[src/hw/rtl/olst_pkg.sv]
// Shared command and status codes and the result bundle of the ordered list store.
package olst_pkg;

	localparam logic [1:0] CMD_APPEND = 2'd0;
	localparam logic [1:0] CMD_ERASE  = 2'd1;
	localparam logic [1:0] CMD_GET    = 2'd2;
	localparam logic [1:0] CMD_SPARE  = 2'd3;

	localparam logic [1:0] STAT_OK        = 2'd0;
	localparam logic [1:0] STAT_RANGE     = 2'd1;
	localparam logic [1:0] STAT_FULL      = 2'd2;
	localparam logic [1:0] STAT_NOT_FOUND = 2'd3;

	localparam int DATA_W  = 32;
	localparam int POS_W   = 8;
	localparam int COUNT_W = 9;

	typedef struct packed {
		logic signed [DATA_W-1:0] read_data;
		logic [1:0]               status;
		logic [COUNT_W-1:0]       element_count;
	} res_t;

endpackage

[src/hw/rtl/olst_ctrl.sv]
// Command sequencer: append, read, and the erase scan and shift over the element RAM.
module olst_ctrl #(
	parameter int CAPACITY = 256
) (
	input  logic                              clk,
	input  logic                              arst_n,
	input  logic                              req_valid,
	output logic                              req_ready,
	input  logic [1:0]                        cmd,
	input  logic signed [olst_pkg::DATA_W-1:0] item_value,
	input  logic [olst_pkg::POS_W-1:0]        position,
	input  logic                              slot_free,
	output logic                              done_valid,
	output olst_pkg::res_t                    done_res,
	output logic                              mem_we,
	output logic [$clog2(CAPACITY)-1:0]       mem_waddr,
	output logic [olst_pkg::DATA_W-1:0]       mem_wdata,
	output logic                              mem_re,
	output logic [$clog2(CAPACITY)-1:0]       mem_raddr,
	input  logic [olst_pkg::DATA_W-1:0]       mem_rdata
);
	import olst_pkg::*;

	localparam int AW = $clog2(CAPACITY);
	localparam int CW = $clog2(CAPACITY + 1);
	localparam int PW = (CW > POS_W) ? CW : POS_W;

	localparam logic [2:0] S_IDLE  = 3'd0;
	localparam logic [2:0] S_GETW  = 3'd1;
	localparam logic [2:0] S_SCAN  = 3'd2;
	localparam logic [2:0] S_SHIFT = 3'd3;
	localparam logic [2:0] S_DONE  = 3'd4;

	logic [2:0]        state_q;
	logic [CW-1:0]     count_q;
	logic [CW-1:0]     idx_q;
	logic              pend_s1;
	logic [AW-1:0]     pend_idx_s1;
	logic [DATA_W-1:0] val_q;
	res_t              res_q;

	logic full;
	logic in_range;
	logic accept;
	logic more;
	logic hit;

	assign full      = (count_q == CW'(CAPACITY));
	assign in_range  = (PW'(position) < PW'(count_q));
	assign req_ready = (state_q == S_IDLE);
	assign accept    = req_valid && req_ready;
	assign more      = (idx_q < count_q);
	assign hit       = pend_s1 && (mem_rdata == val_q);

	assign done_valid = (state_q == S_DONE);
	assign done_res   = res_q;

	always_comb begin
		mem_we    = 1'b0;
		mem_waddr = '0;
		mem_wdata = '0;
		mem_re    = 1'b0;
		mem_raddr = '0;
		unique case (state_q)
			S_IDLE: begin
				if (accept && cmd == CMD_APPEND && !full) begin
					mem_we    = 1'b1;
					mem_waddr = AW'(count_q);
					mem_wdata = item_value;
				end
				if (accept && cmd == CMD_GET && in_range) begin
					mem_re    = 1'b1;
					mem_raddr = AW'(position);
				end
			end
			S_SCAN: begin
				mem_re    = more;
				mem_raddr = AW'(idx_q);
			end
			S_SHIFT: begin
				mem_re    = more;
				mem_raddr = AW'(idx_q);
				// pull each later element one place towards the front
				if (pend_s1) begin
					mem_we    = 1'b1;
					mem_waddr = AW'(pend_idx_s1 - 1'b1);
					mem_wdata = mem_rdata;
				end
			end
			default: begin
			end
		endcase
	end

	always_ff @(posedge clk or negedge arst_n) begin
		if (!arst_n) begin
			state_q     <= S_IDLE;
			count_q     <= '0;
			idx_q       <= '0;
			pend_s1     <= 1'b0;
			pend_idx_s1 <= '0;
			val_q       <= '0;
			res_q       <= '0;
		end else begin
			unique case (state_q)
				S_IDLE: begin
					if (accept) begin
						res_q.read_data     <= '0;
						res_q.status        <= STAT_OK;
						res_q.element_count <= COUNT_W'(count_q);
						state_q             <= S_DONE;
						unique case (cmd)
							CMD_APPEND: begin
								if (full) begin
									res_q.status <= STAT_FULL;
								end else begin
									count_q             <= count_q + 1'b1;
									res_q.element_count <= COUNT_W'(count_q + 1'b1);
								end
							end
							CMD_ERASE: begin
								val_q   <= item_value;
								idx_q   <= '0;
								pend_s1 <= 1'b0;
								state_q <= S_SCAN;
							end
							CMD_GET: begin
								if (in_range) begin
									state_q <= S_GETW;
								end else begin
									res_q.status <= STAT_RANGE;
								end
							end
							default: begin
							end
						endcase
					end
				end
				S_GETW: begin
					res_q.read_data <= mem_rdata;
					state_q         <= S_DONE;
				end
				S_SCAN: begin
					priority if (hit) begin
						// in-flight read is dropped; shift starts one past the match
						idx_q   <= CW'(pend_idx_s1) + 1'b1;
						pend_s1 <= 1'b0;
						state_q <= S_SHIFT;
					end else if (!pend_s1 && !more) begin
						res_q.status <= STAT_NOT_FOUND;
						state_q      <= S_DONE;
					end else begin
						pend_s1     <= more;
						pend_idx_s1 <= AW'(idx_q);
						if (more) begin
							idx_q <= idx_q + 1'b1;
						end
					end
				end
				S_SHIFT: begin
					if (!pend_s1 && !more) begin
						count_q             <= count_q - 1'b1;
						res_q.status        <= STAT_OK;
						res_q.element_count <= COUNT_W'(count_q - 1'b1);
						state_q             <= S_DONE;
					end else begin
						pend_s1     <= more;
						pend_idx_s1 <= AW'(idx_q);
						if (more) begin
							idx_q <= idx_q + 1'b1;
						end
					end
				end
				S_DONE: begin
					if (slot_free) begin
						state_q <= S_IDLE;
					end
				end
				default: begin
					state_q <= S_IDLE;
				end
			endcase
		end
	end

endmodule

[config.mk]
export PLATFORM = sky130hd
export DESIGN_NAME = olst_ctrl
export DESIGN_NICKNAME = d
export VERILOG_FILES = /design/src/hw/rtl/olst_pkg.sv /design/src/hw/rtl/olst_ctrl.sv
export SDC_FILE = /design/constraint.sdc
export NUM_CORES = 1
export LEC_CHECK = 0
export BUFFER_PORTS_ARGS = -buffer_cell sky130_fd_sc_hd__buf_2
export CAP_MARGIN = 15
export CORE_AREA = 2 2 125 127
export CTS_CLUSTER_DIAMETER = 200
export DETAILED_ROUTE_END_ITERATION = 10
export DIE_AREA = 0 0 127 129
export PLACE_DENSITY = 0.71
export RECOVER_POWER = 25
export SYNTH_ARGS = -nofsm -noshare
export SYNTH_HDL_FRONTEND = slang
export SYNTH_SLANG_ARGS = --single-unit
[constraint.sdc]
create_clock -name clk -period 8.4 [get_ports clk]
set_clock_uncertainty 0.15 [all_clocks]
set_input_delay 2.52 -clock clk [delete_from_list [all_inputs] [get_ports clk]]
set_output_delay 2.52 -clock clk [all_outputs]
set_load 0.01 [all_outputs]
* Yosys cells after proc, flatten, opt, wreduce, memory -nomap -nowiden
Index checks and enable logic that the tools add are counted.
** Operators by class
- Add/subtract/negate cells :: 5
- Magnitude comparators :: 2
- Eq/ne operators :: 14
- Mux-type cells :: 49
- Reduce and logical (&&, ||, !) cells :: 24
** Operators by type and width (count)
- $pmux 32 s2 :: 2
- $mux 9 :: 9
- $mux 32 :: 2
- $pmux 8 s2 :: 3
- $mux 43 :: 1
- $mux 8 :: 5
- $pmux 9 s2 :: 2
- $eq 32x32->1 :: 1
- $pmux 9 s3 :: 1
- $add 9x1->9 const B :: 2
- $mux 3 :: 5
- $pmux 3 s5 :: 1
- $mux 11 :: 1
- $add 8x1->9 const B :: 1
- $eq 9x9->1 const B :: 1
- $lt 8x9->1 :: 1
- $lt 9x9->1 :: 1
- $reduce_and 3->1 :: 3
- $sub 9x1->9 const B :: 1
- $mux 1 :: 8
- $ne 2x2->1 const B :: 4
- $sub 8x1->8 const B :: 1
- $logic_and 1x1->1 :: 7
- $eq 3x2->1 const B :: 2
- other kinds (19) :: 29
** Storage, ports and cells
- Register bits :: 105
- Input bits :: 78
- Output and inout bits :: 95
- Word-level logic and storage cells :: 103

* Depth between registers and ports, before layout
Gate-level depths: netlist of run 1.
- Depth in word-level cells :: 6
- Gate-level depth with buffers :: 10
- Mapped depth without buffers :: 10

* Worst setup path before layout of run 1
Ideal clock, no wire load.
- Kind :: input-to-output
- From :: in position[2] in the netlist's numbering
- To :: out mem_raddr[0]
- Arrival :: 3.960 ns
- Path slack :: 1.770 ns
- Cell stages on the path :: 7
- Cells stage by stage :: ha_1 -> a21oi_1 -> o21ai_0 -> a41oi_1 -> o21ai_0 -> nor2_1 -> a22o_1
** Between the ends
- Longest elaborated chain between the ends :: 4
** RTL lines
- from (decl) :: RTL line olst_ctrl.sv:11 : input logic [olst_pkg::POS_W-1:0] position,
- $lt 8x9->1 :: RTL line olst_ctrl.sv:49 : assign in_range = (PW'(position) < PW'(count_q));
- $logic_and 1x1->1 :: RTL line olst_ctrl.sv:71 : if (accept && cmd == CMD_GET && in_range) begin
- $mux 8 :: RTL line olst_ctrl.sv:71
- $pmux 8 s2 :: RTL line olst_ctrl.sv:64 : unique case (state_q)
- to (decl) :: RTL line olst_ctrl.sv:19 : output logic [$clog2(CAPACITY)-1:0] mem_raddr,
No other way between the ends.

* Final worst setup path of run 1
Ends and elaborated chain as after synthesis.

==> results of run 1 <==
where the power goes:
part / internal [mW] / total (mW) / switching, mW
logic: 0.403 / 0.858 / 0.456
registers: 0.633 / 0.804 / 0.171
clock network: 0.265 / 0.455 / 0.190
total: 1.30 / 2.12 / 0.817
final cells by class:
cell class	instances	area share
clock buffers	9	0.03122
clock inverters	7	0.01405
inverters	17	0.008846
multi-input cells	449	0.4526
flip-flops and latches	96	0.3330
well taps	188	0.03261
repair buffers	181	0.1277
worst max path at each step:
stage	start	to	slack [ns]
6_report	position[2]	mem_raddr[0]	1.31
5_1_grt	position[2]	mem_raddr[6]	1.03
4_1_cts	position[2]	mem_raddr[5]	1.33
3_5_place_dp	position[2]	mem_raddr[5]	1.33
3_3_place_gp	position[2]	mem_raddr[4]	1.37
2_1_floorplan	position[2]	mem_raddr[0]	1.77
worst max-delay path: cells and delay by family:
kind | cells | cell delay, ns
compound gates | 5 | 0.90
simple gates | 1 | 0.46
fa+ha+maj | 1 | 0.30
buf+inv | 2 | 0.24
layout by cell type (no fill, tap or decap), types with 3 or more instances in the layout:
cell type	count
buf_2	156
dfrtp_1	96
nand2_1	87
xnor2_1	43
nand3_1	42
a22o_1	42
mux2_2	41
ha_1	25
o21ai_0	17
nor2_1	17
inv_1	16
clkbuf_1	16
nor3_1	13
mux2i_1	12
nand4_1	10
xor2_1	9
clkbuf_16	9
and3_1	8
buf_4	8
nor4_1	7
a21oi_1	6
nor2b_1	5
o31ai_1	5
o2bb2ai_1	5
o41ai_1	4
a21o_1	4
a31oi_1	3
nand2b_1	3
a221o_1	3
registers in the layout (all words and copies together) (netlist names):
name	cells
pend_s1	1
val_q	32
idx_q	9
pend_idx_s1	8
state_q	3
done_res	34
count_q	9
cell families (layout without fill, tap and decap cells):
logic type      Yosys count  in the layout
flops                    96             96
xor+xnor                 52             52
compound gates          110            110
fa+ha+maj                26             26
mux                      53             53
buf+inv                  52            214
simple gates            208            208
per-layer routing:
metal,share of wire,wire [um],GRT usage,vias up
met4,0.015,267,0.05365,0
met2,0.47,8206,0.3520,219
met5,0,0,0,-
met3,0.066,1146,0.04449,26
met1,0.45,7770,0.2902,2549
li1,-,-,-,2483
==> metrics.csv, run 1 <==
metric,value,unit
outcome,"finished, violations left",
violations,"max-capacitance violations, max-slew violations",
hold_slack,0.3388,ns
ant_nets,0,
grt_pass1_vias,5023,
antenna_found_initial,0,
setup-tns-final,0,ns
drc,0,
drt-total-wl,17390,um
place_congestion,0.8895,
num_antenna_cells,0,
die_h,129,um
syn_avg_cell_area,9.836,um2
synth_edf_count,0,
synth_fa_ha_area_frac,0.05668,
synthTopCellsByArea,"dfrtp_1, mux2_2, xnor2_1",
cts_setup_buffers,0,
insertion_delay,0.35,ns
yosys.cell_count.top_type,dfrtp_1,
post-route-period-util,0.8442,
viasPerCell,5.572,
utilization,0.4816,
synth_compound_area_frac,0.1475,
grt_max_degree,72,
worstPathRequired,5.73,ns
std_cell_rows,45,
hpwl,12660,um
placed_area,6909,um2
synth-async-reset-ratio,1.000,
hold-path-cell-count,2,
synth_cells,597,
ys_top_cells_by_count,"dfrtp_1, nand2_1, xnor2_1, a22o_1, nand3_1",
avgRoutedWirePerCell,18.36,um
place_ws,1.325,ns
num_vias,5277,
cp-end-kind,output pin,
ys_types,61,
placed_cells,931,
synthMuxAreaShare,0.09908,
setup_slack,1.308,ns
port_buffers,172,
nNetsFinal,858,
cap_violations,1,
cp.arrival,4.42,ns
hold_violations,0,
yosysSeqAreaShare,0.4091,
rsz0062_at_grt,no,
maxClockFrequency,141.0,MHz
crit_fanout,9,
grt_util_all_layers,0.2138,
worstSetupPathType,primary input to output pin,
syn_nets,701,
cts_num_sinks,96,
core_area,14980,um2
fillers,1458,
gr-total-overflow,0,
p_leak,3.612,nW
fin_total_pwr,2.117,mW
crit_chain,buf_2 -> ha_1 -> a21oi_1 -> o21ai_0 -> a41oi_1 -> o21ai_0 -> nor2_1 -> a22o_1 -> buf_2,
synth_top_area_frac,0.4091,
period_minus_slack,7.092,ns
die_width,127,um
dieArea,16380,um2
synthSimpleGateAreaFrac,0.1752,
slew_headroom,-0.05136,
hold_path_class,flip-flop to flip-flop,
synth-seq-cells,96,
r2r_start,state_q[1],
yosys.area_share.xor_xnor,0.07756,
grt_pass1_wl,27390,um
cts_hold_buf,0,
ios,173,
vdd_drop_max,0.1226,mV
r2r_setup_slack,5.22,ns
clock-root-buffer,clkbuf_16,
ys.flop_type,dfrtp_1,
setup_viol,0,
stdcell_count,947,
drtIter0Drc,251,
final_cell_area,7213,um2
initial_core_util,0.3921,
hold_path_end,done_res[36],
synth_top_family_by_area,simple AND/OR/NAND/NOR gates,
clk_pin_slew,0.07,ns
worst_r2r_endpoint,count_q[8],
rr_worst_depth,11,
clock_path_buffers,2,
cts_tree,built,
htree_levels,3,
tightestPinTransition,1.577,ns
areaGrowthSynthToFinish,22.84,%
cts.repair.resized,0,
startpoint_type,primary input,
cp_slowest_stage_delay,0.46,ns
hp-start,done_res[36],
cts_buffers,9,
powerDensity,293.6,nW/um2
slew_viol_final,27,
synth_top_cell_by_area,dfrtp_1,
regArea,2402,um2
drive_gt1_frac,0.3083,
multi_input_area,3264,um2
first_pass_iters,5,
yosysWarnings,0,
netlist_area,5872,um2
crit_slowest_cell,nor2_1,
No activity file was read; power rests on OpenSTA's default activity.
==> inputs of run 2 (changes only) <==
==> constraint.sdc (replaced) <==
create_clock -name clk -period 6.7 [get_ports clk]
set_clock_uncertainty 0.15 [all_clocks]
set_input_delay 2.01 -clock clk [delete_from_list [all_inputs] [get_ports clk]]
set_output_delay 2.01 -clock clk [all_outputs]
set_load 0.01 [all_outputs]
==> run 2 against run 1 <==
The run still ends with max-capacitance violations, max-slew violations left. Worst hold slack better by 0.0056 ns. Non-clock buffer count did not move. Setup slack got worse by 0.76 ns. Wire length is 0.68% higher. Via count up 0.28%. Clock power increased by 24%. Final area rose by 0.19%. Power is 25% higher. Combinational power grew 26%. First-iteration DRC count increased by 31%. Clock-buffer cell count rose by 3. Final cell count up 0.11%.
==> metrics.csv, run 2 (synthesized netlist as in run 1, its figures left out) <==
metric,value,unit,change
hold_slack,0.3444,ns,was 0.3388 ns
cts_num_sinks,96,,unchanged
initial_core_util,0.3921,,unchanged
slew_viol_final,58,,was 27
cts.repair.resized,0,,unchanged
place_ws,0.6297,ns,was 1.325 ns
drtIter0Drc,328,,was 251
cp_slowest_stage_delay,0.49,ns,was 0.46 ns
insertion_delay,0.35,ns,about the same
dieArea,16380,um2,unchanged
clock_path_buffers,2,,unchanged
port_buffers,172,,unchanged
post-route-period-util,0.9181,,
grt_max_degree,58,,was 72
outcome,"finished, violations left",,unchanged
clk_pin_slew,0.06,ns,was 0.07 ns
largest_register_ffs,34,,unchanged
vdd_drop_max,0.1534,mV,was 0.1226 mV
final_cell_mix,"buf_2, dfrtp_1, nand2_1, xnor2_1",,unchanged
setup_viol,0,,unchanged
layout_commonest_cell,buf_2,,unchanged
viasPerCell,5.582,,was 5.572
fillers,1467,,was 1458
startpoint_type,primary input,,unchanged
violations,"max-capacitance violations, max-slew violations",,unchanged
clock-root-buffer,clkbuf_16,,unchanged
crit_slowest_cell,nor2_1,,unchanged
die_width,127,um,unchanged
first_pass_iters,5,,unchanged
tightestPinTransition,3.221,ns,was 1.577 ns
cts_buffers,9,,unchanged
hold_path_class,flip-flop to flip-flop,,unchanged
avgRoutedWirePerCell,18.47,um,was 18.36 um
cp_top_family,compound AO/OA/AOI/OAI gates,,unchanged
rsz0062_at_grt,no,,unchanged
cp.arrival,3.99,ns,was 4.42 ns
drt-total-wl,17510,um,was 17390 um
nNetsFinal,858,,unchanged
slew_headroom,-1.148,,was -0.05136
ios,173,,unchanged
critPathBufInv,2,,unchanged
cts_setup_buffers,0,,unchanged
grt_pass1_vias,5063,,was 5023
cap_violations,1,,unchanged
htree_levels,3,,unchanged
worstSetupPathType,primary input to output pin,,unchanged
grt_pass1_wl,27430,um,was 27390 um
worstPathRequired,4.54,ns,was 5.73 ns
die_h,129,um,unchanged
antenna_found_initial,1,,was 0
p_leak,3.668,nW,was 3.612 nW
place_congestion,0.8716,,was 0.8895
maxClockFrequency,162.6,MHz,
crit_fanout,9,,unchanged
cts_hold_buf,0,,unchanged
final_cell_area,7227,um2,was 7213 um2
hpwl,12650,um,was 12660 um
core_area,14980,um2,unchanged
num_vias,5292,,was 5277
setup-tns-final,0,ns,unchanged
std_cell_rows,45,,unchanged
hold_violations,0,,unchanged
areaGrowthSynthToFinish,23.08,%,was 22.84%
powerDensity,367.4,nW/um2,was 293.6 nW/um2
drc,0,,unchanged
cp-end-kind,output pin,,unchanged
gr-total-overflow,0,,unchanged
placed_area,6909,um2,unchanged
ant_nets,0,,unchanged
cts_tree,built,,unchanged
drive_gt1_frac,0.3228,,was 0.3083
grt_util_all_layers,0.2158,,was 0.2138
period_minus_slack,6.151,ns,
setup_slack,0.5488,ns,was 1.308 ns
crit_chain,buf_2 -> ha_1 -> a21oi_1 -> o21ai_0 -> a41oi_1 -> o21ai_0 -> nor2_1 -> a22o_1 -> buf_2,,unchanged
-- run 2: cell count changes in the layout (fill, tap and decap cells not counted) --
| cell | previous run | this run |
|---|---|---|
| o21bai_1 | 1 | 2 |
| inv_8 | 1 | 0 |
| inv_6 | 2 | 0 |
| clkinv_2 | 1 | 0 |
| clkinvlp_4 | 1 | 0 |
| clkbuf_1 | 16 | 4 |
| buf_2 | 156 | 170 |
| clkbuf_8 | 0 | 1 |
| o21bai_2 | 1 | 0 |
| diode_2 | 0 | 1 |
| clkinv_4 | 0 | 2 |
-- run 2: power breakdown --
part	internal (mW)	leakage (nW)	total [mW]	switching, mW
Combinational	0.511	2.29	1.08	0.568
Clock	0.339	0.157	0.565	0.226
Sequential	0.793	1.22	1.01	0.218
-- run 2: worst reg2reg max path: stages, from the launching register on --
cell      delay (ns)
dfrtp_1         0.47
inv_1           0.14
ha_1            0.32
and4_1          0.23
a21oi_2         0.17
nand2_1         0.25
o21bai_1        0.59
and3_1          0.53
mux2_2          0.39
-- run 2: path summary, 6_finish.rpt --
path / from / to / slack, ns / depth (start not counted)
max in group asynchronous: arst_n / done_res[42] / 1.94 / 2
setup / recovery: position[2] / mem_raddr[2] / 0.55 / 9
setup reg to reg: count_q[5] / pend_idx_s1[2] / 3.32 / 8
hold / removal: done_res[32] / done_res[32] / 0.34 / 2
hold reg to reg: done_res[32] / done_res[32] / 0.34 / 2
min in group asynchronous: arst_n / pend_idx_s1[2] / 2.57 / 1
-- run 2: layer usage --
layer  vias up  routed length, um  track usage
met3        13               1311      0.04574
met2       238               8237       0.3539
met4         0                172      0.05495
met5         -                  0            0
met1      2561               7787       0.2931
li1       2480                  -            -
-- run 2: cell type report --
| type | count | area (um2) | share of cell area |
|---|---|---|---|
| well taps | 188 | 235.2 | 0.03255 |
| inverters | 17 | 63.81 | 0.008830 |
| clock buffers | 12 | 246.5 | 0.03411 |
| repair buffers | 181 | 938.4 | 0.1298 |
| clock inverters | 4 | 77.57 | 0.01073 |
| flip-flops and latches | 96 | 2402 | 0.3324 |
| multi-input cells | 449 | 3261 | 0.4512 |
| diodes | 1 | 2.502 | 0.0003463 |
-- run 2: stage by stage --
stage	cells	total power, mW	utilization
5_1_grt	947	2.840	0.4824
6_report	948	2.655	0.4825
3_5_place_dp	931	2.102	0.4613
3_3_place_gp	931	2.075	0.4613
2_1_floorplan	597	1.712	-
4_1_cts	947	2.676	0.4830
==> inputs of run 3 (changes only) <==
--- a/config.mk
+++ b/config.mk
@@ -6,13 +6,14 @@
 export NUM_CORES = 1
 export LEC_CHECK = 0
 export BUFFER_PORTS_ARGS = -buffer_cell sky130_fd_sc_hd__buf_2
-export CAP_MARGIN = 15
+export CAP_MARGIN = 25
 export CORE_AREA = 2 2 125 127
 export CTS_CLUSTER_DIAMETER = 200
 export DETAILED_ROUTE_END_ITERATION = 10
 export DIE_AREA = 0 0 127 129
 export PLACE_DENSITY = 0.71
-export RECOVER_POWER = 25
+export RECOVER_POWER = 100
+export SKIP_CTS_REPAIR_TIMING = 1
 export SYNTH_ARGS = -nofsm -noshare
 export SYNTH_HDL_FRONTEND = slang
 export SYNTH_SLANG_ARGS = --single-unit
==> run 3 against run 2 <==
The flow still finishes with violations (max-capacitance violations, max-slew violations). Maximum frequency shrank 2.0%. Global-route usage stayed put. Register-to-register slack about the same. Via count decreased by 0.51%. Combinational power decreased by 4%. Critical path type unchanged. Largest cell class unchanged.
==> metrics.csv, run 3 (synthesized netlist as in run 1, its figures left out) <==
metric,value,unit,change
cap_violations,2,,was 1
period_minus_slack,6.276,ns,was 6.151 ns
std_cell_rows,45,,unchanged
hold_path_class,flip-flop to flip-flop,,unchanged
insertion_delay,0.35,ns,about the same
post-route-period-util,0.9367,,was 0.9181
hold_violations,0,,unchanged
htree_levels,3,,unchanged
worst_path_most_repeated_cell,clkbuf_1,,
crit_chain,clkbuf_1 -> nand2_1 -> nor4b_4 -> clkbuf_2 -> a22o_1 -> clkbuf_1,,was buf_2 -> ha_1 -> a21oi_1 -> o21ai_0 -> a41oi_1 -> o21ai_0 -> nor2_1 -> a22o_1 -> buf_2
cp.arrival,4.12,ns,was 3.99 ns
comb_power_share,0.398,,was 0.407
nNetsFinal,858,,unchanged
internal_power,1.607,mW,was 1.644 mW
layout_commonest_cell,clkbuf_1,,was buf_2
grt_max_degree,58,,unchanged
slew_viol_final,92,,was 58
worstPathRequired,4.54,ns,about the same
fillers,1524,,was 1467
grt_util_all_layers,0.2158,,unchanged
clock_path_buffers,2,,unchanged
drive_gt1_frac,0.1924,,was 0.3228
rsz0062_at_grt,no,,unchanged
dieArea,16380,um2,unchanged
die_h,129,um,unchanged
violations,"max-capacitance violations, max-slew violations",,unchanged
p_sw,1.011,mW,about the same
cts_tree,built,,unchanged
ant_nets,0,,unchanged
areaGrowthSynthToFinish,20.37,%,was 23.08%
cts_num_sinks,96,,unchanged
multi_input_area,3243,um2,was 3261 um2
first_pass_iters,5,,unchanged
startpoint_type,primary input,,unchanged
initial_core_util,0.3921,,unchanged
clk_pin_slew,0.06,ns,about the same
p_sw_frac,0.3861,,was 0.3809
ios,173,,unchanged
port_buffers,172,,unchanged
num_vias,5265,,was 5292
maxClockFrequency,159.3,MHz,was 162.6 MHz
grt_pass1_wl,27430,um,unchanged
seq_power_share,0.386,,was 0.381
clockPowerShare,0.216,,was 0.213
clock-root-buffer,clkbuf_16,,unchanged
antenna_found_initial,1,,unchanged
die_width,127,um,unchanged
largest_register_ffs,34,,unchanged
setup-tns-final,0,ns,unchanged
cp-end-kind,output pin,,unchanged
cp_slowest_stage_delay,0.70,ns,was 0.49 ns
setup_viol,0,,unchanged
p_leak,3.279,nW,was 3.668 nW
gr-total-overflow,0,,unchanged
vdd_drop_max,0.1519,mV,was 0.1534 mV
place_congestion,0.8716,,unchanged
utilization,0.4719,,was 0.4825
outcome,"finished, violations left",,unchanged
slew_headroom,-1.146,,was -1.148
core_area,14980,um2,unchanged
hpwl,12650,um,unchanged
drc,0,,unchanged
final_cell_mix,"clkbuf_1, dfrtp_1, nand2_1, buf_2, xnor2_1",,"was buf_2, dfrtp_1, nand2_1, xnor2_1"
avgRoutedWirePerCell,18.47,um,unchanged
grt_pass1_vias,5063,,unchanged
drtIter0Drc,316,,was 328
worstSetupPathType,primary input to output pin,,unchanged
viasPerCell,5.554,,was 5.582
cts_buffers,9,,unchanged
tightestPinTransition,3.220,ns,was 3.221 ns
crit_slowest_cell,clkbuf_2,,was nor2_1
powerDensity,370.4,nW/um2,was 367.4 nW/um2
drt-total-wl,17510,um,unchanged
crit_fanout,32,,was 9
regArea,2402,um2,unchanged
## run 3: changes by cell type in the layout (fill, tap and decap cells not counted)
cell       previous run  this run
a2111oi_0             0         1
a2111oi_2             1         0
buf_12                1         0
buf_2               170        74
buf_4                 8         6
clkbuf_1              4       101
clkbuf_2              0         2
nor3_1               13        14
nor3_4                1         0
## run 3: power by group through the flow
| stage | sequential [mW] | combinational, mW | clock, mW |
|---|---|---|---|
| 6_report | 1.01 | 1.04 | 0.565 |
| 3_5_place_dp | 1.02 | 1.08 | 0 |
| 4_1_cts | 1.01 | 1.09 | 0.579 |
| 3_3_place_gp | 1.01 | 1.07 | 0 |
| 2_1_floorplan | 0.991 | 0.721 | 0 |
| 5_1_grt | 1.04 | 1.16 | 0.599 |
## run 3: worst max-delay path: cells and delay by family
kind	cells	cell delay [ns]
buf+inv	3	1.03
simple gates	2	0.75
compound gates	1	0.30
## run 3: per-layer routing
layer | up-vias | track usage | wire [um]
li1 | 2479 | - | -
met1 | 2559 | 0.2931 | 7859
met2 | 212 | 0.3539 | 8222
met3 | 15 | 0.04574 | 1260
met4 | 0 | 0.05495 | 165
met5 | - | 0 | 0
## run 3: final cells by class
type | count | share of cell area
repair buffers | 181 | 0.1128
multi-input cells | 449 | 0.4588
flip-flops and latches | 96 | 0.3399
well taps | 188 | 0.03328
inverters | 17 | 0.009028
diodes | 1 | 0.0003540
clock inverters | 4 | 0.01098
clock buffers | 12 | 0.03487
## run 3: worst paths after layout
check	slack, ns	to	start	cells after the start
worst max-delay path	0.42	mem_wdata[19]	req_valid	6
worst min-delay path	0.35	done_res[32]	done_res[32]	2
worst max register to register	3.33	count_q[8]	state_q[1]	11
worst min register to register	0.35	done_res[32]	done_res[32]	2
max in group asynchronous	1.48	done_res[42]	arst_n	2
min in group asynchronous	2.57	pend_idx_s1[2]	arst_n	1
## run 3: stage by stage
step | hold WS, ns | power (mW) | worst slack (ns) | std cells | instance area, um2
after floorplan | 0.3481 | 1.712 | 1.090 | 597 | 5872
after global placement | 0.3280 | 2.075 | 0.7000 | 931 | 6909
after detailed placement | 0.3313 | 2.102 | 0.6297 | 931 | 6909
after CTS | 0.3463 | 2.676 | 0.6240 | 947 | 7233
after global routing | 0.3727 | 2.801 | 0.2969 | 947 | 7066
final | 0.3476 | 2.618 | 0.4240 | 948 | 7068
